`config.mk`:
```
export PLATFORM = sky130hd
export DESIGN_NAME = rtfml_match
export DESIGN_NICKNAME = d
export VERILOG_FILES = /design/src/hw/rtl/rtfml_pkg.sv /design/src/hw/rtl/rtfml_match.sv
export SDC_FILE = /design/constraint.sdc
export NUM_CORES = 1
export LEC_CHECK = 0
export BUFFER_PORTS_ARGS = -buffer_cell sky130_fd_sc_hd__buf_2
export CAP_MARGIN = 0
export CORE_MARGIN = 1.5
export CORE_UTILIZATION = 33
export DETAILED_ROUTE_END_ITERATION = 7
export PLACE_DENSITY_LB_ADDON = 0.3
export SLEW_MARGIN = 40
export SYNTH_ARGS = -nofsm -noshare
export SYNTH_HDL_FRONTEND = slang
export SYNTH_SLANG_ARGS = --single-unit
export TNS_END_PERCENT = 5
```
`constraint.sdc`:
```
create_clock -name vclk -period 1.3
set_input_delay 0.065 -clock vclk [all_inputs]
set_output_delay 0.065 -clock vclk [all_outputs]
set_load 0.01 [all_outputs]
```
`src/hw/rtl/rtfml_pkg.sv`:
```
// ============================================================================
// Route table first-match lookup: shared package
// Types, widths, command codes and the mask popcount used by the lookup unit.
// ============================================================================
`default_nettype none

package rtfml_pkg;

	// Number of route slots in the table.
	localparam int TABLE_DEPTH = 128;

	// Slot index width and the width of an entry count (0 .. TABLE_DEPTH).
	localparam int IDX_W = (TABLE_DEPTH > 1) ? $clog2(TABLE_DEPTH) : 1;
	localparam int CNT_W = $clog2(TABLE_DEPTH + 1);

	// Width of a 32-bit popcount (0 .. 32).
	localparam int POP_W = 6;

	typedef logic [IDX_W-1:0] idx_t;
	typedef logic [CNT_W-1:0] cnt_t;
	typedef logic [POP_W-1:0] pop_t;
	typedef logic [6:0]       out_idx_t;

	typedef enum logic [1:0] {
		CMD_WRITE   = 2'd0,
		CMD_EXACT   = 2'd1,
		CMD_SUBSUME = 2'd2,
		CMD_COUNT   = 2'd3
	} cmd_e;

	typedef enum logic [1:0] {
		ST_IDLE,
		ST_SCAN,
		ST_DRAIN
	} state_e;

	// One request as it arrives on the command port.
	typedef struct packed {
		cmd_e        command;
		logic [7:0]  slot;
		logic [31:0] address;
		logic [31:0] mask;
	} req_t;

	// One result.
	typedef struct packed {
		logic     found;
		out_idx_t match_index;
	} rsp_t;

	// One stored route. The mask popcount is computed once at write time.
	typedef struct packed {
		pop_t        pop;
		logic [31:0] dest;
		logic [31:0] mask;
	} entry_t;

	localparam int ENTRY_W = $bits(entry_t);

	// Lookup key held for the length of a scan.
	typedef struct packed {
		logic        subsume;
		logic [31:0] address;
		logic [31:0] mask;
		pop_t        pop;
	} query_t;

	// Popcount of a 32-bit word as a five-level adder tree.
	function automatic pop_t popcount32(input logic [31:0] v);
		logic [1:0] l1 [16];
		logic [2:0] l2 [8];
		logic [3:0] l3 [4];
		logic [4:0] l4 [2];
		for (int i = 0; i < 16; i++) begin
			l1[i] = 2'(v[2*i]) + 2'(v[2*i+1]);
		end
		for (int i = 0; i < 8; i++) begin
			l2[i] = 3'(l1[2*i]) + 3'(l1[2*i+1]);
		end
		for (int i = 0; i < 4; i++) begin
			l3[i] = 4'(l2[2*i]) + 4'(l2[2*i+1]);
		end
		for (int i = 0; i < 2; i++) begin
			l4[i] = 5'(l3[2*i]) + 5'(l3[2*i+1]);
		end
		return pop_t'(l4[0]) + pop_t'(l4[1]);
	endfunction

endpackage

`default_nettype wire

```
`src/hw/rtl/rtfml_match.sv`:
```
// ============================================================================
// Route entry comparator
// Decides whether one stored route matches the current lookup key.
// ============================================================================
`default_nettype none

module rtfml_match (
	input  wire rtfml_pkg::entry_t entry,
	input  wire rtfml_pkg::query_t query,
	output logic                   hit
);

	logic exact_hit;
	logic subsume_hit;

	always_comb begin
		exact_hit   = (entry.dest == query.address) && (entry.mask == query.mask);
		// The entry mask must be no more specific than the query mask, and the
		// addresses must agree on every bit the entry mask covers.
		subsume_hit = (entry.pop <= query.pop)
			&& (((entry.dest ^ query.address) & entry.mask) == 32'h0);
		hit         = query.subsume ? subsume_hit : exact_hit;
	end

endmodule

`default_nettype wire

```
==> impl_metrics.csv <==
group,metric,value,unit
run_status,status,"finished with violations",
run_status,violations,"negative setup slack",
timing,max_clock_freq,0.702,GHz
die,ioPinCount,142,
synth,avgSynthCellArea,7.24,um2
detailed_routing,ant_nets,0,
setup_path,crit_arrival,1.36,ns
die,fp-row-count,20,
synth,synth.net_count,293,
cts,postCtsSetupBuffers,0,
timing,rsz0062_at_grt,"true",
global_routing,grt_max_degree,4,
timing,worstMarginPinSlew,0.382,ns
flow_run,drv_cap,0,
final_layout,seq_cells,0,
final_layout,drive_above_1_share,0.563,
detailed_routing,drc,0,
place,gp_congestion,0.877,
timing,setup_viol,1,
detailed_routing,vias,1659,
detailed_routing,drt_iter0_markers,47,
pwr,totalPowerFinal,0.676,mW
setup_path,path_cells,"buf_2 -> xor2_1 -> buf_4 -> nor4_1 -> nand4_1 -> nor3_1 -> a21o_2 -> buf_6",
setup_path,start_kind,"primary input",
setup_path,path_class,"in -> out",
die,die_y,59.6,um
die,dieArea,0.00355,mm2
detailed_routing,routed_wl,4.62,mm
synth,syn-cell-area,0.00106,mm2
final_layout,antenna_cells,0,
final_layout,fill_cells,291,
final_layout,layout_commonest_cell,"buf_2",
place,numPortBuffers,142,
global_routing,grt_pass1_vias,1628,
synth,synth_top_area_cell,"xor2_1",
final_layout,mostFrequentLayoutCells,"buf_2, xor2_1, inv_1, buf_4",
global_routing,track_usage,0.235,
timing,drv_slew,0,
global_routing,grt_pass1_wl,6.57,mm
timing,tns,-0.125,ns
pwr,vdd_drop_max,0.000163,V
synth,netlist_instances,146,
synth,synth_top_cell_area_share,0.398,
die,die_x,59.6,um
detailed_routing,wire_per_inst,13.4,um
synth,yosys.cell_types.count,22,
final_layout,area.sequential,0,um2
die,start_util,0.346,
setup_path,crit_path_end_kind,"primary output",
setup_path,crit_slowest_cell,"nor4_1",
detailed_routing,first_pass_iters,6,
place,place_hpwl,4.10,mm
timing,setup_ws,-0.125,ns
pwr,clockPowerShare,0,
timing,hold_violations,0,
timing,finalCritPeriodShare,1.10,
cts,hold_buffers,0,
pwr,p_comb_frac,1.000,
die,coreArea,0.00305,mm2
detailed_routing,routed_via_density,4.79,
final_layout,clkbuf_count,0,
setup_path,endpoint,"hit",
pwr,power.internal,0.368,mW
min_path,worst_hold_path_type,"in -> out",
final_layout,syn_to_final_growth,94.0,%
final_layout,nets,451,
global_routing,antenna_found_initial,0,
synth,ys_warn_count,0,
pwr,seqPwrFrac,0,
timing,slew_headroom,0.743,
setup_path,crit_fanout,2,
pwr,p_leak,1.11,nW
setup_path,slowest_delay,0.32,ns
setup_path,critPathLaunch,"query[40]",
pwr,switching_share,0.455,
timing,finalCriticalPeriod,1.43,ns
pwr,switchingPower,0.308,mW
setup_path,crit_required,1.24,ns
synth,yosys-top-cells-area,"xor2_1, xnor2_1, nor4_1, ha_1, inv_1",
global_routing,overflow,0,
pwr,power.density,329,mW/mm2
synth,synth.yosys.seq_area_share,0,
## worst max-delay path: cells and delay by family
kind,cells,cell delay [ns]
buf+inv,3,0.34
simple gates,3,0.63
xor+xnor,1,0.17
compound gates,1,0.16
## how the worst min path moves through the flow
stage	startpoint	endpoint	slack, ns	cells after the start
after detailed placement	query[70]	hit	0.69	6
after global placement	query[70]	hit	0.69	6
after global routing	query[70]	hit	0.70	6
after CTS	query[70]	hit	0.68	6
after floorplan	query[70]	hit	0.45	4
final	query[70]	hit	0.68	6
## kinds of logic (layout without fill, tap and decap cells)
| kind of cell | count (synthesis) | in the layout | share of synthesized area |
|---|---|---|---|
| AOI/OAI and AO/OA | 28 | 28 | 0.191 |
| xor gates and xnor gates | 59 | 59 | 0.489 |
| adders and majority gates | 6 | 6 | 0.0710 |
| buffers and inverters | 19 | 175 | 0.0675 |
| and+or+nand+nor | 34 | 34 | 0.182 |
## per-layer routing
metal / global-route usage / part of all wire / vias up
met2: 0.468 / 0.52 / 89
met4: 0.0476 / 0.015 / 0
met1: 0.259 / 0.37 / 727
met3: 0.0328 / 0.096 / 8
li1: - / - / 835
met5: 0 / 0 / -
## repair_timing
item                       in CTS  in global routing
pin swaps                       5                  9
setup endpoints to repair       1                  1
gates resized for setup         5                 15
## cell type report
type | count | area, um2 | share of cell area
multi-input cells | 127 | 1080 | 0.528
well taps | 44 | 55.1 | 0.0268
repair buffers | 156 | 841 | 0.410
inverters | 19 | 71.3 | 0.0348
## power by group through the flow
stage               sequential (mW)  clock (mW)  combinational (mW)
global placement                  0           0               0.619
global route                      0           0               0.738
detailed placement                0           0               0.624
CTS                               0           0               0.636
floorplan                         0           0               0.255
finish                            0           0               0.676
## Yosys cell counts, drive strengths merged
master   instances
xnor2           11
a22o             2
a22oi            9
nand2            7
inv             19
a21oi            4
o2bb2ai          1
xor2            48
nand4            6
o22ai            3
o2111ai          2
a221oi           1
o211ai           2
o221ai           1
nand3            2
nor4            14
a21o             1
and4b            1
ha               6
nand2b           1
nor3             3
o21ai            2
## metrics by stage
stage	worst slack (ns)	instance area (um2)	utilization	std cells	hold slack (ns)
3_5_place_dp	-0.193	1930	0.632	346	0.691
2_1_floorplan	0.102	1060	-	146	0.454
6_report	-0.125	2050	0.672	346	0.679
5_1_grt	-0.249	2050	0.672	346	0.703
3_3_place_gp	-0.174	1930	0.632	346	0.689
4_1_cts	-0.177	1950	0.640	346	0.679
No activity file was read; power rests on OpenSTA's default activity.
