`src/hw/rtl/rtfml_ram.sv`:
```
// ============================================================================
// Generic single-port-write, single-port-read RAM
// One write and one read per cycle; read data is registered.
// ============================================================================
`default_nettype none

module rtfml_ram #(
	parameter int WIDTH = 8,
	parameter int DEPTH = 16
) (
	input  wire logic                                    clk,
	input  wire logic                                    we,
	input  wire logic [$clog2((DEPTH > 1) ? DEPTH : 2)-1:0] waddr,
	input  wire logic [WIDTH-1:0]                        wdata,
	input  wire logic                                    re,
	input  wire logic [$clog2((DEPTH > 1) ? DEPTH : 2)-1:0] raddr,
	output logic      [WIDTH-1:0]                        rdata
);

	logic [WIDTH-1:0] mem_q [DEPTH];

	always_ff @(posedge clk) begin
		if (we) begin
			mem_q[waddr] <= wdata;
		end
	end

	always_ff @(posedge clk) begin
		if (re) begin
			rdata <= mem_q[raddr];
		end
	end

endmodule

`default_nettype wire

```
`config.mk`:
```
export PLATFORM = sky130hd
export DESIGN_NAME = rtfml_ram
export DESIGN_NICKNAME = d
export VERILOG_FILES = /design/src/hw/rtl/rtfml_ram.sv
export SDC_FILE = /design/constraint.sdc
export NUM_CORES = 1
export LEC_CHECK = 0
export BUFFER_PORTS_ARGS = -buffer_cell sky130_fd_sc_hd__buf_4
export CORE_MARGIN = 2
export CORE_UTILIZATION = 45
export DETAILED_ROUTE_END_ITERATION = 10
export PLACE_DENSITY_LB_ADDON = 0.1
export SLEW_MARGIN = 20
export SYNTH_ARGS = -nofsm -noshare
export SYNTH_HDL_FRONTEND = slang
export SYNTH_SLANG_ARGS = --single-unit
export TNS_END_PERCENT = 30
```
`constraint.sdc`:
```
create_clock -name clk -period 2.41 [get_ports clk]
set_input_delay 0.3615 -clock clk [delete_from_list [all_inputs] [get_ports clk]]
set_output_delay 0.3615 -clock clk [all_outputs]
set_load 0.01 [all_outputs]
```
==> results of run 1 <==
sequential cells by signal, summed over array words and instances (netlist names):
| name | count |
|---|---|
| mem_q | 128 |
| rdata | 8 |
metal layers:
layer,GRT usage,vias up,routed length (µm),share of wire
li1,-,1093,-,-
met1,0.250,1264,4660,0.46
met2,0.267,70,4840,0.48
met3,0.0533,10,508,0.050
met4,0.0765,0,129,0.013
met5,0,-,0,0
synth_stat cells:
cell type / number / area, µm²
clkdlybuf4s25_2: 3 / 30.0
mux4_2: 18 / 405
mux4_1: 14 / 368
nand3b_1: 2 / 15.0
nand3_1: 1 / 5.00
or3b_2: 1 / 8.76
nand2b_1: 2 / 12.5
nor2_1: 13 / 48.8
nand2_1: 9 / 33.8
and2b_1: 1 / 7.51
buf_2: 3 / 15.0
edfxtp_1: 136 / 4080
buf_4: 1 / 7.51
a22oi_1: 16 / 120
and2_1: 1 / 6.26
buf_6: 3 / 33.8
nor3_1: 4 / 20.0
nor2b_1: 1 / 6.26
area by class of cell:
| type | count | area [µm²] |
|---|---|---|
| clock inverters | 14 | 159 |
| fillers | 858 | 5100 |
| repair buffers | 47 | 365 |
| multi-input cells | 83 | 1060 |
| clock buffers | 17 | 425 |
| flip-flops and latches | 136 | 4080 |
| well taps | 143 | 179 |
power groups by stage:
stage / clock, mW / combinational, mW / sequential [mW]
after floorplan: 0 / 0.134 / 2.73
after global placement: 0 / 0.264 / 2.73
after detailed placement: 0 / 0.267 / 2.73
after CTS: 2.56 / 0.267 / 2.68
after global routing: 2.68 / 0.286 / 2.68
final: 2.53 / 0.262 / 2.68
cell families (layout without fill, tap and decap cells):
group           count (synthesis)  after routing
buf+inv                        10             78
simple gates                   35             35
flops                         136            136
compound gates                 16             16
mux                            32             32
worst max-delay path: stages:
cell	delay, ns
buf_4	0.27
buf_12	0.22
mux4_1	0.56
a22oi_1	0.29
nand2_1	0.10
worst max path at each step:
stage / start / end / slack [ns] / cells past startpoint
finish: raddr[0] / rdata[2]$_DFFE_PP_ / 0.73 / 5
detailed placement: raddr[0] / rdata[2]$_DFFE_PP_ / 0.27 / 5
CTS: raddr[0] / rdata[2]$_DFFE_PP_ / 0.70 / 5
global placement: raddr[0] / rdata[0]$_DFFE_PP_ / 0.28 / 5
global route: raddr[0] / rdata[2]$_DFFE_PP_ / 0.61 / 5
floorplan: waddr[2] / mem_q[0][0]$_DFFE_PP_ / 0.56 / 2
==> flow_summary.json, run 1 <==
{
  "core_mm2": 0.0114,
  "design_area_mm2": 0.00627,
  "drtAntennaViolNets": 0,
  "ir_drop_mv": 0.392,
  "hp-start": "wdata[3]",
  "whs_endpoint": "mem_q[14][3]$_DFFE_PP_",
  "grt.overflow.total": 0,
  "synthCells": 229,
  "drive_gt1_frac": 0.320,
  "hold-path-cell-count": 1,
  "grt_max_degree": 29,
  "dieArea_mm2": 0.0125,
  "drv_cap": 0,
  "cts_hold_buf": 0,
  "clockBufferDepth": 2,
  "dr.first_iter.drc_count": 166,
  "grt_setup_unrepaired": "no",
  "grt_antenna_before_repair": 0,
  "fin_crit_ns": 1.68,
  "port_buffers": 26,
  "start_util": 0.460,
  "cts-root-buf": "clkbuf_16",
  "r2r_slack_ns": 0.84,
  "layout_setup_ws_ns": 0.731,
  "fin_nets": 304,
  "htreeDepth": 4,
  "startpoint_type": "input port",
  "syn_area_mm2": 0.00523,
  "insertion_delay_ns": 0.42,
  "layout_commonest_cell": "edfxtp_1",
  "max_slew_margin": 0.701,
  "yosysWarnings": 0,
  "dpl_worst_slack_ns": 0.266,
  "fmax_mhz": 595,
  "clock_skew_ns": 0.0117,
  "finish.utilization": 0.551,
  "diodes": 0,
  "p_per_area_mw_per_mm2": 872,
  "drv_slew": 0,
  "via_count": 2437,
  "p_seq_frac": 0.490,
  "fin_tns_setup_ns": 0,
  "synthSimpleGateAreaFrac": 0.0314,
  "die_h_um": 112,
  "cts_tree": "built",
  "timing.rr.start": "mem_q[10][4]$_DFFE_PP_",
  "synth.net_count": 248,
  "path_class": "in2reg",
  "synth_xor_area_frac": 0,
  "leakage_nw": 2.13,
  "synth_compound_area_frac": 0.0230,
  "finalWirelength_um": 10100,
  "placed_area_mm2": 0.00569,
  "syn_avg_cell_area_um2": 22.8,
  "status": "complete, no violations",
  "numCtsBuffers": 17,
  "internal_power_mw": 4.39,
  "synthAdderAreaFrac": 0,
  "end_kind": "register",
  "yosysUniqueCellTypes": 18,
  "switchingPower_mw": 1.08,
  "drt_first_pass_iters": 5,
  "cts.repair.resized": 0,
  "switching_share": 0.197,
  "rr_worst_depth": 3,
  "path_clk_slew_ns": 0.06,
  "hold_ws_ns": 0.256,
  "power_mw": 5.47,
  "dp.cells": 409,
  "layout_common_cells": "136 x edfxtp_1, 46 x buf_4, 18 x mux4_2",
  "io_pins": 27,
  "grt_first_pass_wirelength_um": 15500,
  "min_period_over_period": 0.697,
  "die_x_um": 112,
  "ys_ff_latch": 136,
  "tightest_slew_ns": 0.449,
  "crit_fanout": 17,
  "routabilityCongestion": 0.732,
  "timing_hold_violations_final": 0,
  "grt_pass1_vias": 2566,
  "min_path_type": "in2reg",
  "grt_util_all_layers": 0.179,
  "finalSetupViolCount": 0,
  "muxShareOfSynthArea": 0.148,
  "r2r-end": "rdata[4]$_DFFE_PP_",
  "dp_hpwl_um": 6200,
  "clkPwrFrac": 0.462,
  "ys_seq_area_frac": 0.781,
  "arrival_ns": 1.83,
  "cts_setup_buffers": 0,
  "via_per_inst": 5.54,
  "cts.sinks": 136,
  "syn_to_final_growth_pct": 19.9,
  "p_comb_frac": 0.048,
  "cp_data_required_time_ns": 2.56,
  "num_rows": 39,
  "drcViolationCount": 0,
  "stdcell_count": 440,
  "wl_per_cell_um": 23.0,
  "synth_top_family_by_area": "multiplexers"
}
Power figures use the tool's default switching activity.
==> inputs of run 2 (changes only) <==
--- a/config.mk
+++ b/config.mk
@@ -5,6 +5,7 @@
 export SDC_FILE = /design/constraint.sdc
 export NUM_CORES = 1
 export LEC_CHECK = 0
+export ABC_AREA = 1
 export BUFFER_PORTS_ARGS = -buffer_cell sky130_fd_sc_hd__buf_4
 export CORE_MARGIN = 2
 export CORE_UTILIZATION = 45
==> constraint.sdc (replaced) <==
create_clock -name clk -period 1.5 [get_ports clk]
set_input_delay 0.225 -clock clk [delete_from_list [all_inputs] [get_ports clk]]
set_output_delay 0.225 -clock clk [all_outputs]
set_load 0.01 [all_outputs]
==> run 2 against run 1 <==
Effect of this change:
- sequential share of layout area is 5.1 points lower
- synthesized area up 12%
- non-clock buffer count grew 5
- first-iteration DRC count up 140%
==> flow_summary.json, run 2 <==
{
  "layout_commonest_cell": "nand2_1",
  "clock_skew_ns": 0.00649,
  "startpoint_type": "register",
  "dr.first_iter.drc_count": 392,
  "min_path_type": "in2reg",
  "grt_setup_unrepaired": "no",
  "yosysUniqueCellTypes": 11,
  "drv_slew": 0,
  "cts_hold_buf": 0,
  "htreeDepth": 4,
  "crit_slowest_cell": "edfxtp_1",
  "tightest_slew_ns": 0.636,
  "ir_drop_mv": 0.634,
  "fill_cells": 1096,
  "path_cells": "buf_4",
  "die_h_um": 118,
  "wl_per_cell_um": 17.4,
  "hold-path-cell-count": 1,
  "yosysWarnings": 0,
  "grt_antenna_before_repair": 0,
  "crit_fanout": 1,
  "finalWirelength_um": 13600,
  "r2r-end": "rdata[2]$_DFFE_PP_",
  "diodes": 0,
  "layout_common_cells": "173 x nand2_1, 136 x edfxtp_1, 100 x inv_1",
  "switching_share": 0.215,
  "yosys-top-cells-area": "edfxtp_1 70%, nand2_1 11%, nand3_1 8.3%, inv_1 6.4%, buf_6 1.2%",
  "design_area_mm2": 0.00680,
  "stdcell_count": 782,
  "fmax_mhz": 814,
  "dpl_worst_slack_ns": 0.0276,
  "multiInputGateArea_mm2": 0.00121,
  "p_comb_frac": 0.068,
  "dp.cells": 751,
  "timing_hold_violations_final": 0,
  "syn_area_mm2": 0.00585,
  "cts.sinks": 136,
  "grt_first_pass_wirelength_um": 21300,
  "port_buffers": 26,
  "synthCells": 551,
  "syn_to_final_growth_pct": 16.4,
  "synth_top_area_frac": 0.698,
  "synth_edf_count": 136,
  "placed_area_mm2": 0.00632,
  "num_rows": 41,
  "grt_pass1_vias": 3780,
  "regMostFlops": "mem_q",
  "seq_area_mm2": 0.00408,
  "drcViolationCount": 0,
  "p_seq_frac": 0.519,
  "cts_tree": "built",
  "fin_crit_ns": 1.23,
  "max_slew_margin": 0.575,
  "routabilityCongestion": 0.798,
  "finish.utilization": 0.537,
  "clkPwrFrac": 0.413,
  "finalSetupViolCount": 0,
  "dieArea_mm2": 0.0139,
  "rr_worst_depth": 6,
  "die_x_um": 118,
  "path_buf_inv": 1,
  "ys_dominant_reg_cell": "edfxtp_1",
  "via_per_inst": 4.98,
  "timing.rr.start": "mem_q[3][2]$_DFFE_PP_",
  "start_util": 0.461,
  "p_per_area_mw_per_mm2": 1220,
  "whs_endpoint": "rdata[1]$_DFFE_PP_",
  "cts.repair.resized": 0,
  "synthTopCellsByCount": "173 x nand2_1, 136 x edfxtp_1, 100 x inv_1",
  "leakage_nw": 2.93,
  "reg_top3": "mem_q (128), rdata (8)",
  "io_pins": 27,
  "status": "complete, no violations",
  "arrival_ns": 1.00,
  "synth.net_count": 570,
  "fin_tns_setup_ns": 0,
  "synth_largest_area_cell": "edfxtp_1",
  "cts-root-buf": "clkbuf_16",
  "internal_power_mw": 6.53,
  "drt_first_pass_iters": 5,
  "grt_max_degree": 36,
  "max_stage_delay_ns": 0.42,
  "path_clk_slew_ns": 0.06,
  "r2r_slack_ns": 0.36,
  "numCtsBuffers": 17,
  "syn_avg_cell_area_um2": 10.6,
  "cts_setup_buffers": 0,
  "grt.overflow.total": 0,
  "ys_async_sr_fraction": 0,
  "insertion_delay_ns": 0.42,
  "drive_gt1_frac": 0.120,
  "hp-start": "re",
  "dp_hpwl_um": 8590,
  "clockBufferDepth": 2,
  "min_period_over_period": 0.819,
  "core_mm2": 0.0127,
  "layout_setup_ws_ns": 0.272,
  "largest_register_ffs": 128,
  "end_kind": "output port",
  "synth_most_common_cell": "nand2_1",
  "cp_top_family": "flip-flops",
  "drv_cap": 0,
  "grt_util_all_layers": 0.209,
  "ys_seq_area_frac": 0.698,
  "cp_data_required_time_ns": 1.27,
  "drtAntennaViolNets": 0,
  "ys_ff_latch": 136,
  "fin_nets": 617,
  "path_class": "reg2out",
  "switchingPower_mw": 1.79,
  "via_count": 3898
}
-- run 2: cell count changes after synthesis, sizes merged, moves of 2 or more --
cell           delta
nand3            +96
clkdlybuf4s25     -3
nor2              +4
nor3              -4
a22oi            -16
inv             +102
mux4             -32
nand2b            -2
buf              +17
nand2           +164
-- run 2: cell type report --
class | instances | share of cell area
Sequential cell | 136 | 0.600
Multi-Input combinational cell | 289 | 0.178
Clock buffer | 23 | 0.0658
Timing Repair Buffer | 52 | 0.0629
Inverter | 102 | 0.0563
Tap cell | 172 | 0.0316
Clock inverter | 8 | 0.00478
-- run 2: power by group through the flow --
stage / Clock [mW] / Combinational [mW] / Sequential, mW
2_1_floorplan: 0 / 0.300 / 4.39
3_3_place_gp: 0 / 0.565 / 4.39
3_5_place_dp: 0 / 0.569 / 4.39
4_1_cts: 3.50 / 0.572 / 4.31
5_1_grt: 3.66 / 0.624 / 4.32
6_report: 3.44 / 0.566 / 4.31
-- run 2: cells by family (layout without fill, tap and decap cells) --
| logic type | after synthesis | in the layout | synth area share |
|---|---|---|---|
| buf+inv | 126 | 185 | 0.0939 |
| flops | 136 | 136 | 0.698 |
| simple gates | 289 | 289 | 0.208 |
-- run 2: metrics by stage --
stage	total power [mW]	hold slack [ns]
after floorplan	4.69	0.324
after global placement	4.95	0.555
after detailed placement	4.96	0.550
after CTS	8.38	0.112
after global routing	8.60	0.122
final	8.31	0.131
-- run 2: worst max path at each step --
| stage | startpoint | end | slack, ns | cells past startpoint |
|---|---|---|---|---|
| floorplan | waddr[2] | mem_q[10][0]$_DFFE_PP_ | 0.32 | 2 |
| global placement | raddr[1] | rdata[7]$_DFFE_PP_ | 0.03 | 6 |
| detailed placement | raddr[1] | rdata[7]$_DFFE_PP_ | 0.03 | 6 |
| CTS | rdata[5]$_DFFE_PP_ | rdata[5] | 0.25 | 1 |
| global route | rdata[5]$_DFFE_PP_ | rdata[5] | 0.25 | 1 |
| finish | rdata[5]$_DFFE_PP_ | rdata[5] | 0.27 | 1 |
-- run 2: per-layer routing --
metal	global-route usage	wire (µm)	up-vias
li1	-	-	1873
met1	0.298	6320	1857
met2	0.312	6140	147
met3	0.0426	890	21
met4	0.0866	253	0
met5	0	0	-
