`src/hw/rtl/rtfml_pkg.sv`:
```
// ============================================================================
// Route table first-match lookup: shared package
// Types, widths, command codes and the mask popcount used by the lookup unit.
// ============================================================================
`default_nettype none

package rtfml_pkg;

	// Number of route slots in the table.
	localparam int TABLE_DEPTH = 128;

	// Slot index width and the width of an entry count (0 .. TABLE_DEPTH).
	localparam int IDX_W = (TABLE_DEPTH > 1) ? $clog2(TABLE_DEPTH) : 1;
	localparam int CNT_W = $clog2(TABLE_DEPTH + 1);

	// Width of a 32-bit popcount (0 .. 32).
	localparam int POP_W = 6;

	typedef logic [IDX_W-1:0] idx_t;
	typedef logic [CNT_W-1:0] cnt_t;
	typedef logic [POP_W-1:0] pop_t;
	typedef logic [6:0]       out_idx_t;

	typedef enum logic [1:0] {
		CMD_WRITE   = 2'd0,
		CMD_EXACT   = 2'd1,
		CMD_SUBSUME = 2'd2,
		CMD_COUNT   = 2'd3
	} cmd_e;

	typedef enum logic [1:0] {
		ST_IDLE,
		ST_SCAN,
		ST_DRAIN
	} state_e;

	// One request as it arrives on the command port.
	typedef struct packed {
		cmd_e        command;
		logic [7:0]  slot;
		logic [31:0] address;
		logic [31:0] mask;
	} req_t;

	// One result.
	typedef struct packed {
		logic     found;
		out_idx_t match_index;
	} rsp_t;

	// One stored route. The mask popcount is computed once at write time.
	typedef struct packed {
		pop_t        pop;
		logic [31:0] dest;
		logic [31:0] mask;
	} entry_t;

	localparam int ENTRY_W = $bits(entry_t);

	// Lookup key held for the length of a scan.
	typedef struct packed {
		logic        subsume;
		logic [31:0] address;
		logic [31:0] mask;
		pop_t        pop;
	} query_t;

	// Popcount of a 32-bit word as a five-level adder tree.
	function automatic pop_t popcount32(input logic [31:0] v);
		logic [1:0] l1 [16];
		logic [2:0] l2 [8];
		logic [3:0] l3 [4];
		logic [4:0] l4 [2];
		for (int i = 0; i < 16; i++) begin
			l1[i] = 2'(v[2*i]) + 2'(v[2*i+1]);
		end
		for (int i = 0; i < 8; i++) begin
			l2[i] = 3'(l1[2*i]) + 3'(l1[2*i+1]);
		end
		for (int i = 0; i < 4; i++) begin
			l3[i] = 4'(l2[2*i]) + 4'(l2[2*i+1]);
		end
		for (int i = 0; i < 2; i++) begin
			l4[i] = 5'(l3[2*i]) + 5'(l3[2*i+1]);
		end
		return pop_t'(l4[0]) + pop_t'(l4[1]);
	endfunction

endpackage

`default_nettype wire

```
`src/hw/rtl/rtfml_scan.sv`:
```
// ============================================================================
// Command sequencer and table scanner
// Takes commands, writes routes, keeps the entry count and walks the table.
// ============================================================================
`default_nettype none

module rtfml_scan (
	input  wire logic                clk,
	input  wire logic                arst_n,
	input  wire logic                start,
	output logic                     busy,
	input  wire rtfml_pkg::req_t     request,
	output logic                     done,
	output rtfml_pkg::rsp_t          result,
	output logic                     ram_we,
	output rtfml_pkg::idx_t          ram_waddr,
	output rtfml_pkg::entry_t        ram_wdata,
	output logic                     ram_re,
	output rtfml_pkg::idx_t          ram_raddr,
	output rtfml_pkg::query_t        query,
	input  wire logic                hit
);

	rtfml_pkg::state_e state_q, state_d;
	rtfml_pkg::idx_t   rd_idx_q, rd_idx_d;
	rtfml_pkg::cnt_t   entries_q, entries_d;
	rtfml_pkg::query_t query_q, query_d;
	rtfml_pkg::cnt_t   rd_next;
	rtfml_pkg::pop_t   req_pop;
	rtfml_pkg::rsp_t   rsp_q, rsp_d;
	logic              done_q, done_d;
	logic              accept;
	logic              last_issue;
	logic              valid_s1, valid_s1_d;
	logic              last_s1;
	rtfml_pkg::idx_t   idx_s1;

	assign busy      = (state_q != rtfml_pkg::ST_IDLE);
	assign accept    = start && !busy;
	assign req_pop   = rtfml_pkg::popcount32(request.mask);
	assign rd_next   = rtfml_pkg::cnt_t'(rd_idx_q) + rtfml_pkg::cnt_t'(1);
	assign last_issue = (rd_next == entries_q);

	assign ram_we    = accept && (request.command == rtfml_pkg::CMD_WRITE)
		&& (32'(request.slot) < 32'(rtfml_pkg::TABLE_DEPTH));
	assign ram_waddr = rtfml_pkg::idx_t'(request.slot);
	assign ram_wdata = '{pop: req_pop, dest: request.address, mask: request.mask};
	assign ram_re    = (state_q == rtfml_pkg::ST_SCAN);
	assign ram_raddr = rd_idx_q;
	assign query     = query_q;
	assign done      = done_q;
	assign result    = rsp_q;

	always_comb begin
		state_d    = state_q;
		rd_idx_d   = rd_idx_q;
		entries_d  = entries_q;
		query_d    = query_q;
		done_d     = 1'b0;
		rsp_d      = '0;
		valid_s1_d = 1'b0;
		unique case (state_q)
			rtfml_pkg::ST_IDLE: begin
				if (accept) begin
					unique case (request.command)
						rtfml_pkg::CMD_WRITE: begin
							done_d = 1'b1;
						end
						rtfml_pkg::CMD_COUNT: begin
							done_d = 1'b1;
							if (32'(request.slot) > 32'(rtfml_pkg::TABLE_DEPTH)) begin
								entries_d = rtfml_pkg::cnt_t'(rtfml_pkg::TABLE_DEPTH);
							end else begin
								entries_d = rtfml_pkg::cnt_t'(request.slot);
							end
						end
						rtfml_pkg::CMD_EXACT, rtfml_pkg::CMD_SUBSUME: begin
							query_d = '{subsume: (request.command == rtfml_pkg::CMD_SUBSUME),
								address: request.address, mask: request.mask, pop: req_pop};
							if (entries_q == '0) begin
								done_d = 1'b1;
							end else begin
								state_d  = rtfml_pkg::ST_SCAN;
								rd_idx_d = '0;
							end
						end
						default: begin
							done_d = 1'b1;
						end
					endcase
				end
			end
			rtfml_pkg::ST_SCAN, rtfml_pkg::ST_DRAIN: begin
				if (valid_s1 && hit) begin
					done_d            = 1'b1;
					rsp_d.found       = 1'b1;
					rsp_d.match_index = rtfml_pkg::out_idx_t'(idx_s1);
					state_d           = rtfml_pkg::ST_IDLE;
				end else if (valid_s1 && last_s1) begin
					done_d  = 1'b1;
					state_d = rtfml_pkg::ST_IDLE;
				end else if (state_q == rtfml_pkg::ST_SCAN) begin
					valid_s1_d = 1'b1;
					rd_idx_d   = rtfml_pkg::idx_t'(rd_next);
					if (last_issue) begin
						state_d = rtfml_pkg::ST_DRAIN;
					end
				end
			end
			default: begin
				state_d = rtfml_pkg::ST_IDLE;
			end
		endcase
	end

	always_ff @(posedge clk or negedge arst_n) begin
		if (!arst_n) begin
			state_q   <= rtfml_pkg::ST_IDLE;
			entries_q <= '0;
			done_q    <= 1'b0;
			rsp_q     <= '0;
			valid_s1  <= 1'b0;
		end else begin
			state_q   <= state_d;
			entries_q <= entries_d;
			done_q    <= done_d;
			rsp_q     <= rsp_d;
			valid_s1  <= valid_s1_d;
		end
	end

	always_ff @(posedge clk) begin
		rd_idx_q <= rd_idx_d;
		query_q  <= query_d;
		idx_s1   <= rd_idx_q;
		last_s1  <= last_issue;
	end

	a_s1_in_scan: assert property (@(posedge clk) disable iff (!arst_n)
		valid_s1 |-> (state_q != rtfml_pkg::ST_IDLE))
		else $error("compare stage valid outside a scan");

	a_drain_has_data: assert property (@(posedge clk) disable iff (!arst_n)
		(state_q == rtfml_pkg::ST_DRAIN) |-> valid_s1)
		else $error("drain state without a pending compare");

	a_done_idle: assert property (@(posedge clk) disable iff (!arst_n)
		done_q |-> (state_q == rtfml_pkg::ST_IDLE))
		else $error("result strobe while still scanning");

	a_found_with_done: assert property (@(posedge clk) disable iff (!arst_n)
		rsp_q.found |-> done_q)
		else $error("found flag without result strobe");

	a_scan_needs_entries: assert property (@(posedge clk) disable iff (!arst_n)
		(state_q == rtfml_pkg::ST_SCAN) |-> (entries_q != '0))
		else $error("scan running on an empty table");

endmodule

`default_nettype wire

```
`config.mk`:
```
export PLATFORM = sky130hd
export DESIGN_NAME = rtfml_scan
export DESIGN_NICKNAME = d
export VERILOG_FILES = /design/src/hw/rtl/rtfml_pkg.sv /design/src/hw/rtl/rtfml_scan.sv
export SDC_FILE = /design/constraint.sdc
export NUM_CORES = 1
export LEC_CHECK = 0
export BUFFER_PORTS_ARGS = -buffer_cell sky130_fd_sc_hd__buf_4
export CAP_MARGIN = 15
export CELL_PAD_IN_SITES_DETAIL_PLACEMENT = 1
export CELL_PAD_IN_SITES_GLOBAL_PLACEMENT = 1
export CORE_MARGIN = 3
export CORE_UTILIZATION = 38
export DETAILED_ROUTE_END_ITERATION = 10
export PLACE_DENSITY_LB_ADDON = 0.1
export SLEW_MARGIN = 20
export SYNTH_ARGS = -nofsm -noshare
export SYNTH_HDL_FRONTEND = slang
export SYNTH_SLANG_ARGS = --single-unit
```
`constraint.sdc`:
```
create_clock -name clk -period 12.7 [get_ports clk]
set_input_delay 0.635 -clock clk [delete_from_list [all_inputs] [get_ports clk]]
set_output_delay 0.635 -clock clk [all_outputs]
set_load 0.005 [all_outputs]
```
==> reports/results.ini, run 1 <==
[sta]
rsz0062_at_grt = false
fin_setup_tns_ns = 0
tightestPinTransition_ns = 0.952
period_minus_slack_ns = 5.80
maxSlewViolCount = 0
max-slew-margin-rel_pct = 36.6
clock_skew_ns = 0.00598
hold_viol = 0
timing.fmax_ghz = 0.172
setup-violations-final = 0
fin_crit_sh_pct = 45.7

[power]
power.internal_uw = 978
finalPower_mw = 1.48
pwr-share-clk_pct = 18.6
swShare_pct = 34.0
p_leak_nw = 3.16
p_comb_share_pct = 45.5
power_switching_uw = 503
worst_ir_drop_vdd_uv = 96.0
power_density_mw_per_mm2 = 215
p_seq_share_pct = 35.8

[drt]
num_vias = 3201
routedWlPerCell_um = 17.8
drc = 0
vias_per_cell = 4.45
antenna_left = 0
wl_um = 12800
drtIter0Drc = 180
dr.pass1.iters = 4

[synth]
synthFlopType = edfxtp_1
synth_nets = 478
ys_warn_count = 0
synth-edff-count = 78
yosysSeqAreaShare_pct = 59.3
synth_area_per_cell_um2 = 14.0
ys_types = 43
synth_cells = 361
synth-async-reset-ratio_pct = 18.9
synth-seq-cells = 106
synth_area_mm2 = 0.00506

[global_routing]
grt_pass1_vias = 3356
grt_max_degree = 72
antenna_found_initial = 0
grt_pass1_wl_um = 19000
track_usage_pct = 17.2
grt_overflow = 0

[clocking]
clock_path_buffers = 2
holdBufCountCts = 0
cts_tree = done
root_buffer = clkbuf_16
cts-buffers-inserted = 9
clk_latency_ns = 0.35
clock-sinks = 106
postCtsResizedCells = 0
cts.clk_slew.worst_paths_ns = 0.07
post_cts_buffers = 0
cts_htree_levels = 3

[place]
place_hpwl_um = 10400
dp.cells = 704
place.port_buffers = 244
globalplace.congestion = 0.743

[worst_setup_path]
cp-end-kind = primary output
criticalPathCategory = input pin to primary output
startpoint_type = input pin
crit_arrival_ns = 5.17
worstPathRequired_ns = 12.06
critPathMaxFanout = 3

[run_status]
status = finished, final reports clean

[cells_and_area]
fin_nets = 660
drive_gt1_share_pct = 48.7
diodes = 0
fillCellCount = 1346
stdcell_count = 720
areaGrowthSynthToFinish_pct = 35.8

[worst_hold_path]
hold_class = input pin to asynchronous set/reset pin

[flow_run]
drv_cap = 0

[floorplan]
die_h_um = 121
start_util_pct = 39.5
io_pins = 245
core_area_mm2 = 0.0128
die-area_mm2 = 0.0147
num_rows = 41
fp.dieW_um = 121

final timing paths:
check                      depth (start not counted)       endpoint  slack, ns          from
max                                               15  ram_wdata[68]       6.90    request[0]
min                                                1      result[4]       0.15        arst_n
max reg2reg                                        7     state_q[0]      10.48  ram_raddr[0]
min reg2reg                                        1      result[3]       0.43     idx_s1[3]
max in group asynchronous                          1     state_q[0]      12.33        arst_n
min in group clk                                   1      result[3]       0.43     idx_s1[3]
cell type report:
class | count | area, um2 | share of cell area, %
clock inverters | 3 | 20.0 | 0.291
repair buffers | 245 | 1840 | 26.8
clock buffers | 13 | 275 | 4.00
inverters | 40 | 150 | 2.18
multi-input cells | 141 | 1370 | 19.9
flip-flops and latches | 106 | 3000 | 43.7
well taps | 172 | 215 | 3.13
layer usage:
layer / global-route usage [%] / vias to the layer above / routed length [um] / share of wire, %
li1: - / 1509 / - / -
met1: 19.6 / 1534 / 4830 / 38
met2: 30.9 / 145 / 6790 / 53
met3: 4.06 / 13 / 999 / 7.8
met4: 7.14 / 0 / 219 / 1.7
met5: 0 / - / 0 / 0
through the flow:
stage | cell area [um2] | hold slack (ns) | setup slack (ns) | utilization [%]
global placement | 6580 | 0.418 | 6.93 | 51.3
global route | 6870 | 0.157 | 6.66 | 53.6
finish | 6870 | 0.147 | 6.90 | 53.6
CTS | 6870 | 0.153 | 6.84 | 53.6
detailed placement | 6580 | 0.419 | 6.85 | 51.3
floorplan | 5060 | 0.339 | 7.35 | -
state kept, by name, indices dropped and copies added (netlist names):
register   count
done           1
entries_q      8
idx_s1         7
last_s1        1
query         71
ram_raddr      7
result         8
state_q        2
valid_s1       1
cell usage in the layout (no fill, tap or decap), drive strengths merged, types with 2 or more instances in the layout:
| cell type | netlist | final |
|---|---|---|
| and3 | 4 | 4 |
| and2 | 15 | 15 |
| clkinv | 0 | 2 |
| ha | 15 | 15 |
| and4b | 2 | 2 |
| o311ai | 2 | 2 |
| xor2 | 6 | 6 |
| buf | 71 | 245 |
| dfrtp | 20 | 20 |
| edfxtp | 78 | 78 |
| nor2b | 2 | 2 |
| nand2 | 12 | 12 |
| xnor2 | 7 | 7 |
| dfxtp | 8 | 8 |
| nor2 | 3 | 3 |
| nand2b | 8 | 8 |
| inv | 40 | 41 |
| nor4 | 2 | 2 |
| a21oi | 4 | 4 |
| clkbuf | 3 | 13 |
| a21o | 2 | 2 |
| fa | 24 | 24 |
| o21ai | 10 | 10 |
| nand3 | 7 | 7 |
kinds of logic (layout without fill, tap and decap cells):
group / after synthesis / in the layout / synth area share [%]
muxes: 1 / 1 / 0.222
xor gates and xnor gates: 14 / 14 / 2.69
AOI/OAI and AO/OA: 26 / 26 / 3.86
adders and majority gates: 39 / 39 / 13.2
buffers and inverters: 114 / 301 / 13.7
DFF: 106 / 106 / 59.3
and+or+nand+nor: 61 / 61 / 6.99
cell usage after synthesis (2+ instances only):
library cell   n  area share, %
nand2b_1       8           0.99
nor2_1         3           0.22
buf_4         71             11
and3_1         4           0.49
nor4_1         2           0.25
a21o_1         2           0.30
nand2_1       12           0.89
a21oi_1        3           0.30
nor2b_1        2           0.25
inv_1         40            3.0
xor2_1         6            1.0
ha_1          15            3.7
dfrtp_1       20            9.9
and4b_1        2           0.40
dfxtp_1        8            3.2
edfxtp_1      78             46
xnor2_1        7            1.2
nand3_1        7           0.69
o21ai_0        9           0.89
clkbuf_1       3           0.22
fa_1          24            9.5
and2_1        14            1.7
critical path, stage by stage:
cell and delay, ns:
buf_4 0.12, fa_1 0.52, inv_1 0.05, fa_1 0.48
fa_1 0.57, fa_1 0.45, fa_1 0.48, fa_1 0.50
inv_1 0.04, ha_1 0.21, fa_1 0.41, a21o_1 0.20
a21oi_1 0.17, xnor2_1 0.17, buf_4 0.15
power groups by stage:
stage | Sequential (mW) | Combinational (mW) | Clock [mW]
6_report | 0.531 | 0.674 | 0.276
5_1_grt | 0.541 | 0.751 | 0.298
2_1_floorplan | 0.531 | 0.369 | 0
3_3_place_gp | 0.535 | 0.657 | 0
3_5_place_dp | 0.540 | 0.688 | 0
4_1_cts | 0.533 | 0.694 | 0.283
Power figures use the tool's default switching activity.
==> inputs of run 2 (changes only) <==
--- a/config.mk
+++ b/config.mk
@@ -10,7 +10,7 @@
 export CELL_PAD_IN_SITES_DETAIL_PLACEMENT = 1
 export CELL_PAD_IN_SITES_GLOBAL_PLACEMENT = 1
 export CORE_MARGIN = 3
-export CORE_UTILIZATION = 38
+export CORE_UTILIZATION = 32
 export DETAILED_ROUTE_END_ITERATION = 10
 export PLACE_DENSITY_LB_ADDON = 0.1
 export SLEW_MARGIN = 20
==> constraint.sdc (replaced) <==
create_clock -name clk -period 4.85 [get_ports clk]
set_input_delay 0.2425 -clock clk [delete_from_list [all_inputs] [get_ports clk]]
set_output_delay 0.2425 -clock clk [all_outputs]
set_load 0.005 [all_outputs]
==> reports/results.ini, run 2 (same netlist as run 1, synthesis figures left out) <==
[sta]
worst_slack_ns = 0.0110
timing.fmax_ghz = 0.207
setup-violations-final = 0
tightestPinTransition_ns = 0.995
fin_crit_sh_pct = 99.8
worst_hold_slack_ns = 0.0786
clock_skew_ns = 0.00534
rsz0062_at_grt = true
fin_setup_tns_ns = 0
hold_viol = 0
max-slew-margin-rel_pct = 33.6
maxSlewViolCount = 0
period_minus_slack_ns = 4.84

[cells_and_area]
drive_gt1_share_pct = 51.3
multi_input_area_mm2 = 0.00140
largest_register_ffs = 71
utilization_pct = 46.3
regArea_mm2 = 0.00300
areaGrowthSynthToFinish_pct = 40.0
diodes = 0
final_common_cell = buf_4
most-common-layout-cells = buf_4, edfxtp_1, inv_1, fa_1, dfrtp_1
fillCellCount = 1654
fin_nets = 677

[drt]
dr.pass1.iters = 4
num_vias = 3287
drtIter0Drc = 109
wl_um = 13400
routedWlPerCell_um = 17.3
vias_per_cell = 4.24
antenna_left = 0
drc = 0

[clocking]
cts_tree = done
root_buffer = clkbuf_16
cts-buffers-inserted = 9
cts_htree_levels = 3
clk_latency_ns = 0.35
clock-sinks = 106
cts.clk_slew.worst_paths_ns = 0.08
clock_path_buffers = 2

[worst_setup_path]
critPathMostFrequentCell = fa_1
critical_path.top_delay_family = adder cells
critPathMaxFanout = 2
crit_path_top_delay_cell = fa_1
crit_arrival_ns = 4.60
worstPathRequired_ns = 4.61
worst-path-buf-inv = 4
worst_path_largest_cell_delay_ns = 0.55
criticalPathCategory = input pin to primary output
startpoint_type = input pin
cp-end-kind = primary output
cp_cell_sequence = buf_6 -> fa_1 -> inv_1 -> fa_1 -> fa_1 -> fa_1 -> fa_1 -> fa_1 -> inv_2 -> ha_4 -> fa_2 -> a21o_1 -> a21oi_2 -> xnor2_1 -> buf_4

[place]
place_hpwl_um = 10800
dp_slack_ns = -0.168
globalplace.congestion = 0.750
place.port_buffers = 244

[power]
swShare_pct = 35.2
pwr-share-clk_pct = 18.6
p_leak_nw = 3.24
power.internal_mw = 2.59
power_switching_mw = 1.41
p_seq_share_pct = 34.7
finalPower_mw = 4.00
p_comb_share_pct = 46.7
power_density_mw_per_mm2 = 565
worst_ir_drop_vdd_uv = 290

[run_status]
status = finished, final reports clean

[floorplan]
io_pins = 245
core_area_mm2 = 0.0153
start_util_pct = 33.1
num_rows = 45
fp.dieW_um = 132
die-area_mm2 = 0.0174
die_h_um = 132

[worst_hold_path]
hold_class = input pin to flip-flop

[global_routing]
track_usage_pct = 15.5
grt_pass1_vias = 3502
grt_max_degree = 72
grt_pass1_wl_um = 20800
antenna_found_initial = 0
grt_overflow = 0

[flow_run]
drv_cap = 0

## run 2: cell types whose count changed in the layout (fill, tap and decap cells not counted), moves of 2 or more
cell	delta
buf_4	+15
a21oi_1	-2
a21oi_2	+2
inv_8	+2
fa_1	-2
fa_2	+2
inv_6	+3
## run 2: power groups by stage
| stage | clock, mW | combinational, mW | sequential (mW) |
|---|---|---|---|
| 4_1_cts | 0.775 | 1.89 | 1.39 |
| 3_3_place_gp | 0 | 1.74 | 1.40 |
| 5_1_grt | 0.807 | 2.10 | 1.42 |
| 6_report | 0.746 | 1.87 | 1.39 |
| 3_5_place_dp | 0 | 1.78 | 1.41 |
| 2_1_floorplan | 0 | 0.967 | 1.39 |
## run 2: metrics by stage
stage               area (um2)  std cells
floorplan                 5060        361
global placement          6740        758
detailed placement        6740        758
CTS                       7080        776
global route              7090        776
finish                    7090        776
## run 2: repair_timing
action / 4_1_cts / 5_1_grt
gates cloned: 0 / 0
resized for setup: 7 / 1
hold buffers: 1 / 0
setup endpoints to repair: 2 / 4
pin swaps: 12 / 5
hold endpoints to repair: 20 / 0
buffers inserted: 1 / 0
## run 2: worst paths after layout
kind | endpoint | cells past startpoint | slack [ns] | startpoint
max in group asynchronous | entries_q[6] | 2 | 4.30 | arst_n
min reg2reg | result[5] | 1 | 0.44 | idx_s1[5]
max | ram_wdata[68] | 15 | 0.01 | request[17]
max reg2reg | state_q[0] | 7 | 2.63 | ram_raddr[0]
min | query[62] | 1 | 0.08 | request[56]
min in group asynchronous | result[5] | 2 | 0.32 | arst_n
## run 2: routing by layer
metal,wire [um],track usage (%)
met4,184,5.08
met2,6850,26.9
met3,1010,4.58
met5,0,0
met1,5350,18.5
## run 2: area by class of cell
| type | instances | area share [%] |
|---|---|---|
| inverters | 40 | 2.12 |
| well taps | 211 | 3.73 |
| flip-flops and latches | 106 | 42.4 |
| clock buffers | 9 | 3.18 |
| multi-input cells | 141 | 19.7 |
| repair buffers | 262 | 27.8 |
| clock inverters | 7 | 1.04 |
==> inputs of run 3 (changes only) <==
--- a/config.mk
+++ b/config.mk
@@ -13,7 +13,7 @@
 export CORE_UTILIZATION = 32
 export DETAILED_ROUTE_END_ITERATION = 10
 export PLACE_DENSITY_LB_ADDON = 0.1
-export SLEW_MARGIN = 20
+export REMOVE_ABC_BUFFERS = 1
 export SYNTH_ARGS = -nofsm -noshare
 export SYNTH_HDL_FRONTEND = slang
 export SYNTH_SLANG_ARGS = --single-unit
==> reports/results.ini, run 3 (same netlist as run 1, synthesis figures left out) <==
[floorplan]
core_area_mm2 = 0.0153
start_util_pct = 33.1
num_rows = 45
fp.dieW_um = 132
io_pins = 245
die_h_um = 132
die-area_mm2 = 0.0174

[place]
dpl_cell_area_mm2 = 0.00674
place.port_buffers = 244
place_hpwl_um = 11200
globalplace.congestion = 0.770

[global_routing]
track_usage_pct = 15.6
grt_max_degree = 72
grt_pass1_vias = 3470
antenna_found_initial = 0
grt_pass1_wl_um = 20900
grt_overflow = 0

[sta]
tightestPinTransition_ns = 1.02
setup-violations-final = 1
timing.fmax_ghz = 0.202
clock_skew_ns = 0.00833
worst_slack_ns = -0.104
fin_crit_sh_pct = 102
hold_viol = 0
maxSlewViolCount = 0
rsz0062_at_grt = true
period_minus_slack_ns = 4.95
max-slew-margin-rel_pct = 31.9

[clocking]
cts_htree_levels = 3
root_buffer = clkbuf_16
cts_tree = done
clock_path_buffers = 2
cts-buffers-inserted = 9
cts.clk_slew.worst_paths_ns = 0.07
clk_latency_ns = 0.35
clock-sinks = 106

[drt]
dr.pass1.iters = 4
routedWlPerCell_um = 17.4
drtIter0Drc = 203
drc = 0
num_vias = 3292
vias_per_cell = 4.21
wl_um = 13600
antenna_left = 0

[cells_and_area]
drive_gt1_share_pct = 52.9
fin_nets = 683
final_common_cell = buf_4
largest_register_ffs = 71
areaGrowthSynthToFinish_pct = 41.1
diodes = 0
most-common-layout-cells = buf_4, edfxtp_1, inv_1, dfrtp_1, fa_1
postLayoutCellArea_mm2 = 0.00714
utilization_pct = 46.6

[power]
worst_ir_drop_vdd_uv = 320
power_density_mw_per_mm2 = 573
p_leak_nw = 3.26

[run_status]
violations = setup timing
status = complete, but fails checks

[worst_setup_path]
cp_cell_sequence = buf_4 -> fa_1 -> inv_1 -> fa_2 -> fa_1 -> fa_2 -> fa_2 -> fa_1 -> inv_2 -> ha_4 -> fa_2 -> a21o_1 -> a21oi_2 -> xnor2_2 -> buf_4
rr_worst_depth = 3
critPathLaunch = request[21]
crit_end = ram_wdata[68]
crit_path_top_delay_cell = fa_2
cp-end-kind = primary output
worstPathRequired_ns = 4.61
startpoint_type = input pin
critPathMostFrequentCell = fa_2
worst_path_largest_cell_delay_ns = 0.57
criticalPathCategory = input pin to primary output
worstReg2RegEnd = query[46]
crit_arrival_ns = 4.71
r2r_setup_slack_ns = 2.67
critPathMaxFanout = 2
r2r_start = state_q[0]

[worst_hold_path]
hold_class = input pin to flip-flop

[flow_run]
drv_cap = 0

-- run 3: final cells by class --
class / count / area [um2]
clock buffer: 12 / 246
clock inverter: 4 / 26.3
fill: 1637 / 8170
timing repair buffer: 268 / 2030
inverter: 40 / 150
tap: 211 / 264
multi-input combinational: 141 / 1420
sequential: 106 / 3000
-- run 3: where the power goes --
group	internal [mW]	switching [mW]
registers	1.26	0.130
logic	1.07	0.940
clock network	0.363	0.331
-- run 3: through the flow --
stage | hold WS [ns] | setup WS [ns] | setup TNS [ns] | total power [mW] | cells
floorplan | -0.0531 | 0.282 | 0 | 2.31 | 287
global placement | 0.145 | -0.129 | -0.149 | 3.16 | 758
detailed placement | 0.146 | -0.225 | -0.312 | 3.21 | 758
CTS | 0.0567 | -0.0903 | -0.0903 | 4.05 | 779
global route | 0.0614 | -0.201 | -0.285 | 4.40 | 782
finish | 0.0779 | -0.104 | -0.104 | 4.09 | 782
-- run 3: layer usage --
metal / wire length, um / track usage [%]
met1: 5520 / 18.2
met2: 6890 / 27.2
met3: 993 / 4.73
met4: 215 / 5.60
met5: 0 / 0
-- run 3: how the worst min path moves through the flow --
stage                           end  slack (ns)         from  cells past startpoint
after detailed placement  result[6]        0.15       arst_n                      1
final                     query[57]        0.08  request[51]                      1
after global placement    result[7]        0.14       arst_n                      1
after CTS                 query[57]        0.06  request[51]                      1
after global routing      query[57]        0.06  request[51]                      1
after floorplan                done       -0.05       arst_n                      0
-- run 3: critical path: cells and delay by family --
family | cells | cell delay [ns]
adder cells (fa/ha/maj) | 8 | 3.58
buffers and inverters | 4 | 0.38
AO/OA/AOI/OAI | 2 | 0.37
XOR/XNOR | 1 | 0.13
-- run 3: timing repair --
| item | in CTS | in global routing |
|---|---|---|
| endpoints found under the setup margin | 2 | 4 |
| hold endpoints to repair | 20 | 0 |
| resized for setup | 10 | 10 |
| pin swaps | 13 | 20 |
| buffers inserted | 4 | 3 |
| hold buffers | 1 | 0 |
